$ cat src/rtl/core/sfd_pkg.sv
// Shared types and constants of the stuffed frame deframer.
package sfd_pkg;

    localparam logic [7:0] MARK_BYTE     = 8'h01;
    localparam logic [7:0] ESC_BYTE      = 8'h1B;
    localparam logic [7:0] ESC_MASK      = 8'h7F;
    localparam logic [7:0] DISPLAY_TYPES = 8'd16;

    localparam logic KIND_WRITE     = 1'b0;
    localparam logic KIND_FRAME_END = 1'b1;

    typedef struct packed {
        logic       kind;
        logic [7:0] frame_type;
        logic       to_display;
        logic [9:0] address;
        logic [7:0] data;
        logic [7:0] byte_count;
        logic       overflow;
    } sfd_result_t;

    // One result handed from the parser to the output stage.
    typedef struct packed {
        logic        valid;
        sfd_result_t result;
    } sfd_push_t;

endpackage

$ cat src/rtl/core/sfd_if.sv
// Channel interfaces: received byte items and result items.
interface sfd_in_if;
    logic       valid;
    logic       ready;
    logic [7:0] rx_byte;

    modport source (output valid, output rx_byte, input ready);
    modport sink   (input valid, input rx_byte, output ready);
endinterface

interface sfd_out_if;
    logic       valid;
    logic       ready;
    logic       kind;
    logic [7:0] frame_type;
    logic       to_display;
    logic [9:0] address;
    logic [7:0] data;
    logic [7:0] byte_count;
    logic       overflow;

    modport source (output valid, output kind, output frame_type, output to_display,
                    output address, output data, output byte_count, output overflow,
                    input ready);
    modport sink   (input valid, input kind, input frame_type, input to_display,
                    input address, input data, input byte_count, input overflow,
                    output ready);
endinterface

$ cat src/rtl/core/sfd_parse.sv
// Frame parser: state registers and per-byte decode producing at most one result.
module sfd_parse
    import sfd_pkg::*;
#(
    parameter int LINE_BYTES    = 64,
    parameter int DISPLAY_LINES = 16,
    parameter int TEMP_BYTES    = 128
)
(
    input  logic       clk,
    input  logic       rst_n,
    input  logic       accept,
    input  logic [7:0] rx_byte,
    output sfd_push_t  push
);

    typedef enum logic [2:0] {
        MODE_IDLE  = 3'b001,
        MODE_START = 3'b010,
        MODE_DATA  = 3'b100
    } mode_t;

    mode_t      mode_reg, mode_next;
    logic       esc_reg, esc_next;
    logic [7:0] type_reg, type_next;
    logic [7:0] index_reg, index_next;
    logic       ovf_reg, ovf_next;

    logic [7:0]  unstuffed;
    logic        disp;
    logic [8:0]  capacity;
    logic [11:0] line_base;
    logic [11:0] addr_full;

    assign unstuffed = esc_reg ? (rx_byte & ESC_MASK) : rx_byte;
    assign disp      = (type_reg < DISPLAY_TYPES);
    assign line_base = 12'(type_reg[3:0]) * 12'(LINE_BYTES);
    assign addr_full = 12'(index_reg) + (disp ? line_base : 12'd0);

    always_comb
    begin
        if (disp)
        begin
            if ({1'b0, type_reg[3:0]} < 5'(DISPLAY_LINES))
                capacity = 9'(LINE_BYTES);
            else
                capacity = 9'd0;
        end
        else
        begin
            capacity = 9'(TEMP_BYTES);
        end
    end

    always_comb
    begin
        mode_next  = mode_reg;
        esc_next   = esc_reg;
        type_next  = type_reg;
        index_next = index_reg;
        ovf_next   = ovf_reg;

        push.valid             = 1'b0;
        push.result.kind       = KIND_WRITE;
        push.result.frame_type = type_reg;
        push.result.to_display = disp;
        push.result.address    = 10'd0;
        push.result.data       = 8'd0;
        push.result.byte_count = 8'd0;
        push.result.overflow   = ovf_reg;

        if (accept)
        begin
            case (mode_reg)
                MODE_START:
                begin
                    if (rx_byte == ESC_BYTE)
                    begin
                        esc_next = 1'b1;
                    end
                    else if (rx_byte != MARK_BYTE)
                    begin
                        type_next  = unstuffed;
                        esc_next   = 1'b0;
                        index_next = 8'd0;
                        ovf_next   = 1'b0;
                        mode_next  = MODE_DATA;
                    end
                end
                MODE_DATA:
                begin
                    if (rx_byte == MARK_BYTE)
                    begin
                        push.valid             = 1'b1;
                        push.result.kind       = KIND_FRAME_END;
                        push.result.byte_count = index_reg;
                        esc_next               = 1'b0;
                        mode_next              = MODE_IDLE;
                    end
                    else if (rx_byte == ESC_BYTE)
                    begin
                        esc_next = 1'b1;
                    end
                    else
                    begin
                        esc_next = 1'b0;
                        if ({1'b0, index_reg} >= capacity)
                        begin
                            ovf_next = 1'b1;
                        end
                        else
                        begin
                            push.valid          = 1'b1;
                            push.result.address = addr_full[9:0];
                            push.result.data    = unstuffed;
                            index_next          = index_reg + 8'd1;
                        end
                    end
                end
                default:
                begin
                    mode_next = (rx_byte == MARK_BYTE) ? MODE_START : MODE_IDLE;
                end
            endcase
        end
    end

    always_ff @(posedge clk or negedge rst_n)
    begin
        if (!rst_n)
        begin
            mode_reg  <= MODE_IDLE;
            esc_reg   <= 1'b0;
            type_reg  <= 8'd0;
            index_reg <= 8'd0;
            ovf_reg   <= 1'b0;
        end
        else
        begin
            mode_reg  <= mode_next;
            esc_reg   <= esc_next;
            type_reg  <= type_next;
            index_reg <= index_next;
            ovf_reg   <= ovf_next;
        end
    end

endmodule

$ cat src/rtl/core/sfd_skid.sv
// Output register with a skid entry so the input side keeps moving under a stall.
module sfd_skid
    import sfd_pkg::*;
(
    input  logic        clk,
    input  logic        rst_n,
    input  sfd_push_t   push,
    output logic        can_push,
    output logic        out_valid,
    input  logic        out_ready,
    output sfd_result_t out_result
);

    logic        out_valid_reg, out_valid_next;
    logic        skid_valid_reg, skid_valid_next;
    sfd_result_t out_data_reg, out_data_next;
    sfd_result_t skid_data_reg, skid_data_next;
    logic        pop;

    assign can_push   = !skid_valid_reg;
    assign pop        = out_valid_reg && out_ready;
    assign out_valid  = out_valid_reg;
    assign out_result = out_data_reg;

    always_comb
    begin
        out_valid_next  = out_valid_reg;
        skid_valid_next = skid_valid_reg;
        out_data_next   = out_data_reg;
        skid_data_next  = skid_data_reg;

        if (skid_valid_reg)
        begin
            if (pop)
            begin
                out_data_next   = skid_data_reg;
                skid_valid_next = 1'b0;
            end
        end
        else if (push.valid)
        begin
            if (!out_valid_reg || pop)
            begin
                out_data_next  = push.result;
                out_valid_next = 1'b1;
            end
            else
            begin
                skid_data_next  = push.result;
                skid_valid_next = 1'b1;
            end
        end
        else if (pop)
        begin
            out_valid_next = 1'b0;
        end
    end

    always_ff @(posedge clk or negedge rst_n)
    begin
        if (!rst_n)
        begin
            out_valid_reg  <= 1'b0;
            skid_valid_reg <= 1'b0;
        end
        else
        begin
            out_valid_reg  <= out_valid_next;
            skid_valid_reg <= skid_valid_next;
        end
    end

    always_ff @(posedge clk)
    begin
        out_data_reg  <= out_data_next;
        skid_data_reg <= skid_data_next;
    end

endmodule

$ cat src/rtl/core/stuffed_frame_deframer.sv
// Top level of the byte-stuffed serial frame deframer.
//
//  channel | dir | fields                                          | handshake
//  --------+-----+-------------------------------------------------+-----------
//  rx      | in  | rx_byte                                         | valid/ready
//  res     | out | kind frame_type to_display address data         | valid/ready
//          |     | byte_count overflow                             |
//
// One byte item is taken per cycle while rx.ready is high; parser state
// updates at the accepting edge and a result, if any, is registered into the
// output register, or into the skid entry behind it when res stalls. The skid
// entry keeps rx ready through one stalled result; rx.ready drops only while
// that entry is occupied. rst_n is asynchronous: the parser returns to
// waiting for a start byte and both output entries are emptied.
module stuffed_frame_deframer
    import sfd_pkg::*;
#(
    parameter int LINE_BYTES    = 64,
    parameter int DISPLAY_LINES = 16,
    parameter int TEMP_BYTES    = 128
)
(
    input  logic       clk,
    input  logic       rst_n,
    sfd_in_if.sink     rx,
    sfd_out_if.source  res
);

    sfd_push_t   push;
    sfd_result_t out_result;
    logic        can_push;
    logic        accept;

    assign rx.ready = can_push;
    assign accept   = rx.valid && can_push;

    sfd_parse #(
        .LINE_BYTES    (LINE_BYTES),
        .DISPLAY_LINES (DISPLAY_LINES),
        .TEMP_BYTES    (TEMP_BYTES)
    ) u_parse (
        .clk     (clk),
        .rst_n   (rst_n),
        .accept  (accept),
        .rx_byte (rx.rx_byte),
        .push    (push)
    );

    sfd_skid u_skid (
        .clk        (clk),
        .rst_n      (rst_n),
        .push       (push),
        .can_push   (can_push),
        .out_valid  (res.valid),
        .out_ready  (res.ready),
        .out_result (out_result)
    );

    assign res.kind       = out_result.kind;
    assign res.frame_type = out_result.frame_type;
    assign res.to_display = out_result.to_display;
    assign res.address    = out_result.address;
    assign res.data       = out_result.data;
    assign res.byte_count = out_result.byte_count;
    assign res.overflow   = out_result.overflow;

endmodule

$ cat src/flat_wrapper.sv
// flat-port wrapper written by rule: the top's interface ports become plain ports
module stuffed_frame_deframer_flat import sfd_pkg::*;
#(
    parameter int LINE_BYTES    = 64,
    parameter int DISPLAY_LINES = 16,
    parameter int TEMP_BYTES    = 128
)
  (clk, rst_n, rx_valid, rx_rx_byte, rx_ready, res_valid, res_kind, res_frame_type, res_to_display, res_address, res_data, res_byte_count, res_overflow, res_ready);
  sfd_in_if rx_i ();
  sfd_out_if res_i ();
  input  logic clk;
  input  logic rst_n;
  input wire logic [$bits(rx_i.valid)-1:0] rx_valid;
  input wire logic [$bits(rx_i.rx_byte)-1:0] rx_rx_byte;
  output wire logic [$bits(rx_i.ready)-1:0] rx_ready;
  output wire logic [$bits(res_i.valid)-1:0] res_valid;
  output wire logic [$bits(res_i.kind)-1:0] res_kind;
  output wire logic [$bits(res_i.frame_type)-1:0] res_frame_type;
  output wire logic [$bits(res_i.to_display)-1:0] res_to_display;
  output wire logic [$bits(res_i.address)-1:0] res_address;
  output wire logic [$bits(res_i.data)-1:0] res_data;
  output wire logic [$bits(res_i.byte_count)-1:0] res_byte_count;
  output wire logic [$bits(res_i.overflow)-1:0] res_overflow;
  input wire logic [$bits(res_i.ready)-1:0] res_ready;
  assign rx_i.valid = rx_valid;
  assign rx_i.rx_byte = rx_rx_byte;
  assign rx_ready = rx_i.ready;
  assign res_valid = res_i.valid;
  assign res_kind = res_i.kind;
  assign res_frame_type = res_i.frame_type;
  assign res_to_display = res_i.to_display;
  assign res_address = res_i.address;
  assign res_data = res_i.data;
  assign res_byte_count = res_i.byte_count;
  assign res_overflow = res_i.overflow;
  assign res_i.ready = res_ready;
  stuffed_frame_deframer #(.LINE_BYTES(LINE_BYTES), .DISPLAY_LINES(DISPLAY_LINES), .TEMP_BYTES(TEMP_BYTES)) u_core (.clk(clk), .rst_n(rst_n), .rx(rx_i), .res(res_i));
endmodule
$ cat config.mk
export PLATFORM = sky130hd
export DESIGN_NAME = stuffed_frame_deframer_flat
export DESIGN_NICKNAME = d
export VERILOG_FILES = /design/src/rtl/core/sfd_pkg.sv /design/src/rtl/core/sfd_if.sv /design/src/rtl/core/sfd_parse.sv /design/src/rtl/core/sfd_skid.sv /design/src/rtl/core/stuffed_frame_deframer.sv /design/src/flat_wrapper.sv
export SDC_FILE = /design/constraint.sdc
export NUM_CORES = 1
export LEC_CHECK = 0
export BUFFER_PORTS_ARGS = -buffer_cell sky130_fd_sc_hd__buf_2
export CORE_ASPECT_RATIO = 1.4
export CORE_MARGIN = 8
export CORE_UTILIZATION = 30
export DETAILED_ROUTE_END_ITERATION = 10
export PLACE_DENSITY_LB_ADDON = 0.15
export SYNTH_ARGS = -nofsm -noshare
export SYNTH_HDL_FRONTEND = slang
export SYNTH_SLANG_ARGS = --single-unit
export TNS_END_PERCENT = 30
$ cat constraint.sdc
create_clock -name clk -period 16.7 [get_ports clk]
set_clock_uncertainty 0.1 [all_clocks]
set_input_delay 3.34 -clock clk [delete_from_list [all_inputs] [get_ports clk]]
set_output_delay 3.34 -clock clk [all_outputs]
set_load 0.03 [all_outputs]
# Yosys cells after proc, flatten, opt, wreduce, memory -nomap -nowiden

Index checks and enable logic that the tools add are counted.

Word-level logic and storage cells: 107
Input port bits: 12
Register bits after elaboration: 97

$lt $le $gt $ge: 2
Equal/unequal tests: 15
$add $sub $neg: 2
Reductions and logical operators: 17
Bitwise logic cells: 3
Muxes and demuxes: 47

Operator list:

| kind                  | count |
|---|---|
| $mux W37              | 4 |
| $mux W8               | 8 |
| $mux W18              | 3 |
| $mux W26              | 2 |
| $mux W1               | 19 |
| $ne A2 B2 Y1 const B  | 8 |
| $pmux W8 S2           | 1 |
| $reduce_and A7 Y1     | 2 |
| $reduce_and A3 Y1     | 4 |
| $add A8 B10 Y10       | 1 |
| $mux W10              | 1 |
| $ge A8 B9 Y1          | 1 |
| $mux W3               | 3 |
| $add A8 B1 Y8 const B | 1 |
| $eq A8 B1 Y1 const B  | 1 |
| $eq A8 B5 Y1 const B  | 1 |
| $lt A8 B5 Y1 const B  | 1 |
| $ne A8 B1 Y1 const B  | 1 |
| $reduce_and A4 Y1     | 2 |
| $reduce_bool A2 Y1    | 4 |
| $mux W2               | 3 |
| $pmux W3 S2           | 1 |
| $pmux W1 S2           | 2 |
| $eq A3 B2 Y1 const B  | 1 |
| other kinds (7)       | 11 |

# Longest topological paths before layout

Gate-level depths: netlist of run 1.

Word-level depth: 11
Depth in mapped cells: 8
Depth with buffers taken out: 8

# Cells and area by module

From an unflattened synthesis of run 1, not the netlist that was laid out.

Cells, all modules: 304
Area, all modules: 4558.1 um2

Modules (own cells, without submodules):

| module                 | times used | cells each | seq. area each (um2) | area an instance (um2) |
|---|---|---|---|---|
| sfd_skid               | 1          | 127        | 2272.2               | 2965.3 |
| sfd_parse              | 1          | 176        | 526.8                | 1586.5 |
| stuffed_frame_deframer | 1          | 1          | 0.0                  | 6.3 |

# Worst setup path after synthesis of run 1

OpenSTA, ideal clock, no wires.

Path type: input to register
Start: in rx_rx_byte[2]
End: reg u_core.u_skid.out_data_reg, in the netlist u_core.u_skid.out_result[0] (enable)
Stages: 4
Arrival time: 6.418 ns
Library setup time: 0.452 ns
Path slack: 9.730 ns
Path through: or4b_4 nor3_4 nand3_1 a32oi_1

Longest elaborated chain between the ends: 7
Elaborated cells on any way between the ends: 8

RTL lines:

| what                                    | line               | source |
|---|---|---|
| start: declaration                      | flat_wrapper.sv:14 | `input wire logic [$bits(rx_i.rx_byte)-1:0] rx_rx_byte;` |
| $eq A8 B5 Y1                            | sfd_parse.sv:100   | `else if (rx_byte == ESC_BYTE)` |
| $mux W1                                 | sfd_parse.sv:100   |  |
| $mux W1 (*)                             | sfd_parse.sv:92    | `if (rx_byte == MARK_BYTE)` |
| $mux W2 (*)                             | sfd_parse.sv:74    | `case (mode_reg)` |
| $mux W2 (*)                             | sfd_parse.sv:72    | `if (accept)` |
| $reduce_bool A2 Y1 (no source line) (*) | n/a                |  |
| $reduce_and A3 Y1 (no source line) (*)  | n/a                |  |
| end signal: assignment                  | sfd_skid.sv:75     | `out_data_reg <= out_data_next;` |
| end: declaration                        | sfd_skid.sv:16     | `sfd_result_t out_data_reg, out_data_next;` |

Every way passes the cells marked *; elsewhere a longest branch is shown, timed or not.
A chain may end at the register's enable or synchronous reset.

# Final worst setup path of run 1

Start: in rx_rx_byte[2]
End: reg u_core.u_skid.skid_data_reg[30] in the netlist's numbering (enable)

Longest elaborated chain between the ends: 6
Elaborated cells on any way between the ends: 7

RTL lines:

| what                                   | line             | source |
|---|---|---|
| $eq A8 B5 Y1                           | sfd_parse.sv:100 |  |
| $mux W1                                | sfd_parse.sv:100 |  |
| $mux W1 (*)                            | sfd_parse.sv:92  |  |
| $mux W2 (*)                            | sfd_parse.sv:74  |  |
| $mux W2 (*)                            | sfd_parse.sv:72  |  |
| $reduce_and A3 Y1 (no source line) (*) | n/a              |  |
| end signal: assignment                 | sfd_skid.sv:76   | `skid_data_reg <= skid_data_next;` |
| end: declaration                       | sfd_skid.sv:17   | `sfd_result_t skid_data_reg, skid_data_next;` |

Marked as above.

==> metrics.md, run 1 <==
| Metric | Value |
|---|---|
| Critical path startpoint category | primary input |
| Setup slack after layout | 10.18 ns |
| Vias per inst | 4.82 |
| Sequential-to-total area share from yosys stat | 64.3% |
| Critical path required time | 16.59 ns |
| CORE AREA | 14,300 um^2 |
| Cell Count, Final, Fillers Out | 551 |
| Slew headroom | 34.7% |
| PostCTS Resize Cnt | 0 |
| Synthesized Nets | 328 |
| Final non-filler cell area | 5110 um^2 |
| Htree depth | 3 |
| Clock Root Buffer | clkbuf_16 |
| Die Wd | 118 um |
| Mux share of post-synthesis cell area | 5.75% |
| Sw Share | 21.0% |
| Largest family of logic cells by synthesized area | compound AO/OA/AOI/OAI gates |
| Metal-1 WL | 4420 um |
| Nature of the critical path endpoint | flip-flop |
| Seq pwr share | 52.3% |
| Per-cell routed wire length | 18.7 um |
| CP Class | in -> reg |
| Internal power of the cells | 402 uW |
| NumNets Final | 376 |
| Placed inst area | 4790 um^2 |
| Status | complete, no violations |
| I/O pins | 51 |
| Switch Pwr | 107 uW |
| Setup TNS | 0 ns |
| Synthesis-to-finish area growth | 17.5% |
| Leak | 1.88 nW |
| Pwr dens | 99.6 nW/um^2 |
| Combinational fraction of design power | 4.8% |
| Remaining DRCs | 0 |
| Worst min-delay path startpoint | u_core.u_parse.ovf_reg$_DFFE_PN0P_ |
| Crit path DAT | 6.41 ns |
| Port Buffers | 50 |
| Flop2flop setup slack | 12.64 ns |
| Via count | 2,657 |
| # hold bufs at CTS | 0 |
| Critical path endpoint | u_core.u_skid.skid_data_reg[30]$_DFFE_PP_ |
| Die area | 18,700 um^2 |
| Mapped Avg Cell Area | 14.1 um^2 |
| N_diodes | 0 |
| Fmax | 153 MHz |
| Routed WL | 10,300 um |
| Antenna-violating nets left | 0 |
| Critical path origin | rx_rx_byte[2] |
| Period minus WS final | 6.52 ns |
| Clock power frac | 42.9% |
| Yosys warnings | 0 |
| Placed cells | 535 |
| Setup violators final | 0 |
| Initial antenna violation count | 0 |
| Initial Util | 30.4% |
| XOR/XNOR Fraction of Synth Area | 0.604% |
| Post-Synth Adder-Cell Area | 2.19% |
| Number of synthesized flops with an enable pin | 74 |
| Simple-gate portion of the synthesized area | 11.6% |
| Die H | 158 um |
| Clock Pin Slew Worst Setup and Hold Paths | 0.06 ns |
| Slew Viols, Final | 0 |
| Pin count of the biggest net entering global routing | 42 |
| Final Hold Viols | 0 |
| Async set-reset flop share out of synthesis | 23.7% |
| Global-route wire length before repair | 16,400 um |
| Met3 wire len | 319 um |
| Gpl congestion | 0.796 |
| Skew-Pair Late Insertion Delay | 0.34 ns |
| Crit-path max FO | 30 |
| Maxcap violations | 0 |
| Vias in the first global route | 2,846 |
| Period utilization | 39.1% |
| Placed wire-length estimate | 7200 um |
| Worst-Margin Slew | 0.976 ns |
| Drt pass-1 iters | 4 |
| Reg2reg start | u_core.u_parse.type_reg[7]$_DFFE_PN0P_ |
| TritonCTS Buffers | 9 |
| Gate Count Post-Synth | 309 |
| Top FF cell, synth | edfxtp_1 |
| CTS sink cnt | 97 |
| TritonCTS clock tree | yes |
| Synthesized area | 4350 um^2 |
| Global route total overflow | 0 |
| Reg2Reg Depth | 8 |
| Layout cells sized above 1 | 27.6% |
| DRT iter0 DRCs | 194 |
| Highest Signal Layer | met4 |
| Worst VDD drop | 46.6 uV |
| Synthesis-stage register bit count | 97 |
| Worst hold path type | reg -> reg |
| Max clock buf depth | 2 |
| Postcts setup bufs | 0 |
| Compound-Gate Fraction of Synth Area | 12.2% |
| RSZ-0062 raised after global routing | false |
| Worst R2R End | u_core.u_skid.skid_data_reg[30]$_DFFE_PP_ |
| Post-synth cell types | 59 |
| Gr usage total | 11.6% |
| Standard-cell rows | 52 |
| Met2 WL | 5270 um |
| Pre-CTS WS | 9.78 ns |
## critical path, cell delays in order
cell	delay [ns]
buf_2	0.12
or4b_4	0.61
nor3_4	0.57
nand3_1	0.59
clkinv_1	0.35
o211a_1	0.35
buf_4	0.44
## metrics by stage
stage	utilization (%)	hold slack [ns]	power [mW]
after floorplan	-	0.336	0.286
final	35.7	0.390	0.509
after global routing	35.7	0.409	0.527
after detailed placement	33.5	0.388	0.297
after CTS	35.7	0.400	0.517
after global placement	33.5	0.379	0.296
## how the worst min path moves through the flow
stage,to,slack (ns),cells past startpoint
2_1_floorplan,u_core.u_skid.skid_data_reg[0]$_DFFE_PP_,0.34,0
3_3_place_gp,u_core.u_skid.skid_data_reg[0]$_DFFE_PP_,0.38,0
3_5_place_dp,u_core.u_skid.skid_data_reg[0]$_DFFE_PP_,0.39,0
4_1_cts,u_core.u_skid.skid_data_reg[0]$_DFFE_PP_,0.40,0
5_1_grt,u_core.u_skid.skid_data_reg[0]$_DFFE_PP_,0.41,0
6_report,u_core.u_skid.skid_data_reg[0]$_DFFE_PP_,0.39,0
## layer usage
metal | up-vias | global-route usage [%]
li1 | 1270 | -
met1 | 1325 | 12.9
met2 | 50 | 20.4
met3 | 12 | 2.59
met4 | 0 | 5.88
met5 | - | 0
## cell usage after synthesis, types with 3 or more instances
cell type   n  area [um^2]
a2111oi_1   6         60.1
a21o_1      3         22.5
a22o_1     18          158
and2_1     17          106
buf_2       5         25.0
buf_6       3         33.8
clkbuf_1    6         22.5
dfrtp_1    22          551
edfxtp_1   74         2220
ha_1        6         75.1
inv_1      11         41.3
mux2_2     16          180
mux2i_1     7         70.1
nand2_1    24         90.1
nand3_1     7         35.0
nor2_1      7         26.3
nor3_2      4         40.0
o21ai_0    16         80.1
o21ai_1     3         15.0
o21bai_1    4         30.0
o31ai_1     3         22.5
## area by class of cell
class	count	area, um^2
Clock buffer	10	229
Clock inverter	6	90.1
Fill cell	1387	9200
Inverter	12	45.0
Multi-Input combinational cell	183	1430
Sequential cell	97	2800
Tap cell	189	236
Timing Repair Buffer	54	280
## logic make-up after synthesis
family / Yosys count
buf+inv: 29
compound gates: 69
mux: 23
xor+xnor: 3
fa+ha+maj: 7
flops: 97
simple gates: 81
## placed cells by master, fill, tap and decap left out, types with 3 or more instances in the layout
cell type,instances
a2111oi_1,6
a21o_1,3
a22o_1,18
and2_1,17
buf_2,50
buf_4,4
clkbuf_16,9
dfrtp_1,22
edfxtp_1,74
ha_1,6
inv_1,11
mux2_2,16
mux2i_1,7
nand2_1,24
nand3_1,7
nor2_1,7
nor3_2,5
o21ai_0,16
o21ai_1,3
o21bai_1,4
o31ai_1,3
## power groups by stage
stage	clock network, mW	logic (mW)	registers, mW
after floorplan	0	0.0177	0.268
after detailed placement	0	0.0249	0.272
final	0.218	0.0243	0.267
after global placement	0	0.0245	0.272
after global routing	0.232	0.0277	0.267
after CTS	0.226	0.0249	0.267
Power figures use the tool's default switching activity.
==> run 2: changes to the inputs <==
Clock period 16.7 ns to 5.5 ns, I/O delays scaled along.
==> run 2 against run 1 <==
Against the previous run:
- via count up 2.0%
- critical path type is now reg -> reg
- clock power rose to 3.1 times the previous value
- critical endpoint is now u_core.u_skid.out_result[22]$_DFFE_PP_
- die area unchanged
- final area up 0.37%
- core utilization up 0.13 points
==> metrics.md, run 2 (synthesized netlist as in run 1, its figures left out) <==
| Metric | Value |
|---|---|
| Crit path DAT | 3.52 ns (-2.89 ns) |
| Drt pass-1 iters | 4 (unchanged) |
| N_diodes | 0 (unchanged) |
| Skew-Pair Late Insertion Delay | 0.34 ns (about the same) |
| Vias per inst | 4.89 (+1.5%) |
| Sw Share | 21.5% (+0.51 points) |
| Vias in the first global route | 2,817 (-1.0%) |
| RSZ-0062 raised after global routing | false |
| Clock power frac | 43.3% (+0.4 points) |
| Crit-path cells | nor4_1 > ha_1 > nor4bb_1 > a311o_1 > or3_4 > a32oi_4 > buf_4 |
| Remaining DRCs | 0 (unchanged) |
| Met2 WL | 5440 um (+3.1%) |
| Per-cell routed wire length | 18.8 um (+0.84%) |
| Fillcell total | 1,445 (+4.2%) |
| Placed cells | 538 (+0.56%) |
| Die area | 18,700 um^2 (unchanged) |
| WP buf/inv | 1 (-2) |
| Placed wire-length estimate | 7100 um (-1.4%) |
| Setup violators final | 0 (unchanged) |
| Via count | 2,711 (+2.0%) |
| CP max stage delay | 0.56 ns (-0.05 ns) |
| TritonCTS clock tree | yes |
| Slew headroom | 35.7% (+0.93 points) |
| I/O pins | 51 (unchanged) |
| CTS sink cnt | 97 (unchanged) |
| Htree depth | 3 (unchanged) |
| CP top delay family | simple AND/OR/NAND/NOR gates |
| CORE AREA | 14,300 um^2 (unchanged) |
| Clock Root Buffer | clkbuf_16 |
| Most frequent cells in the layout | 74 x edfxtp_1, 50 x buf_2, 24 x nand2_1 |
| Commonest non-fill, non-tap cell in the layout | edfxtp_1 |
| # hold bufs at CTS | 0 (unchanged) |
| Worst hold path type | reg -> reg |
| Period minus WS final | 3.64 ns |
| Worst VDD drop | 137 uV (+190%) |
| NumNets Final | 379 (+0.80%) |
| Global-route wire length before repair | 16,600 um (+1.1%) |
| Pin count of the biggest net entering global routing | 42 (unchanged) |
| Slew Viols, Final | 0 (unchanged) |
| Port Buffers | 50 (unchanged) |
| Highest Signal Layer | met4 |
| Gr usage total | 11.7% (+0.13 points) |
| Pwr dens | 304 nW/um^2 (+200%) |
| Initial Util | 30.4% (unchanged) |
| Die Wd | 118 um (unchanged) |
| Period utilization | 66.1% |
| Final Hold Viols | 0 (unchanged) |
| Switch Pwr | 334 uW (+210%) |
| Die H | 158 um (unchanged) |
| Postcts setup bufs | 0 (unchanged) |
| Setup TNS | 0 ns (unchanged) |
| Met3 wire len | 403 um (+26%) |
| Critical path startpoint category | flip-flop |
| Standard-cell rows | 52 (unchanged) |
| Metal-1 WL | 4380 um (-0.97%) |
| Synthesis-to-finish area growth | 17.9% |
| Max clock buf depth | 2 (unchanged) |
| Flop2flop setup slack | 1.86 ns (-10.78 ns) |
| Maxcap violations | 0 (unchanged) |
| Antenna-violating nets left | 0 (unchanged) |
| Initial antenna violation count | 0 (unchanged) |
| DRT iter0 DRCs | 211 (+8.8%) |
| Nature of the critical path endpoint | flip-flop |
| Leak | 1.88 nW (+0.46%) |
| Clock Pin Slew Worst Setup and Hold Paths | 0.07 ns (about the same) |
| Cell Count, Final, Fillers Out | 554 (+0.54%) |
| Worst-Margin Slew | 0.962 ns (-0.0139 ns) |
| Routed WL | 10,400 um (+1.4%) |
| Layout cells sized above 1 | 27.9% (+0.32 points) |
| Fmax | 275 MHz |
| TritonCTS Buffers | 9 (unchanged) |
| PostCTS Resize Cnt | 0 (unchanged) |
| Global route total overflow | 0 (unchanged) |
| Crit-path max FO | 37 (+23%) |
| Status | complete, no violations |
| Internal power of the cells | 1.22 mW (+200%) |
| Seq pwr share | 52.0% (-0.3 points) |
| Combinational fraction of design power | 4.7% (about the same) |
| Critical path required time | 5.38 ns (-11.21 ns) |
| CP Class | reg -> reg |
| Worst path slowest cell | or3_4 |
| Gpl congestion | 0.752 (-5.6%) |
-- run 2: cell count changes in the layout (fill, tap and decap cells not counted) --
cell	before	now
buf_4	4	7
clkinv_4	2	1
clkinvlp_4	0	1
nor3_1	0	1
nor3_2	5	4
inv_8	0	1
inv_6	1	0
-- run 2: cell type report --
cell class	instances	area, um^2	share of cell area, %
Sequential cell	97	2800	54.6
Clock buffer	10	229	4.46
Inverter	12	45.0	0.878
Timing Repair Buffer	57	303	5.90
Tap cell	189	236	4.61
Multi-Input combinational cell	183	1430	27.8
Clock inverter	6	91.3	1.78
-- run 2: metal layers --
layer  track usage (%)  up-vias
met5                 0        -
met4              5.75        0
met3              2.48       12
met2              20.6       55
met1              13.2     1366
li1                  -     1278
-- run 2: worst reg2reg max path: stages (launching register included) --
cell      delay (ns)
dfrtp_1         0.40
nor4_1          0.54
ha_1            0.34
nor4bb_1        0.13
a311o_1         0.52
or3_4           0.56
a32oi_4         0.19
buf_4           0.46
-- run 2: power groups by stage --
stage	Sequential (mW)	Clock (mW)	Combinational [mW]
after detailed placement	0.825	0	0.0749
after global placement	0.824	0	0.0747
after floorplan	0.815	0	0.0539
after global routing	0.811	0.719	0.0831
final	0.809	0.674	0.0735
after CTS	0.809	0.694	0.0752
-- run 2: worst paths after layout --
check,endpoint,cells past startpoint,startpoint
max,u_core.u_skid.out_result[22]$_DFFE_PP_,7,u_core.u_parse.type_reg[6]$_DFFE_PN0P_
min,u_core.u_skid.skid_data_reg[0]$_DFFE_PP_,0,u_core.u_parse.ovf_reg$_DFFE_PN0P_
max reg2reg,u_core.u_skid.out_result[22]$_DFFE_PP_,7,u_core.u_parse.type_reg[6]$_DFFE_PN0P_
min reg2reg,u_core.u_skid.skid_data_reg[0]$_DFFE_PP_,0,u_core.u_parse.ovf_reg$_DFFE_PN0P_
max in group asynchronous,u_core.u_parse.type_reg[1]$_DFFE_PN0P_,1,rst_n
min in group asynchronous,u_core.u_parse.index_reg[6]$_DFFE_PN0P_,1,rst_n
-- run 2: stage by stage --
stage	setup slack, ns	utilization (%)	total power, mW	area, um^2	hold WS (ns)
3_3_place_gp	1.69	33.6	0.899	4810	0.371
6_report	1.86	35.8	1.56	5130	0.394
2_1_floorplan	0.232	-	0.869	4350	0.336
4_1_cts	1.81	35.8	1.58	5130	0.400
5_1_grt	1.65	35.8	1.61	5130	0.403
3_5_place_dp	1.65	33.6	0.900	4810	0.390
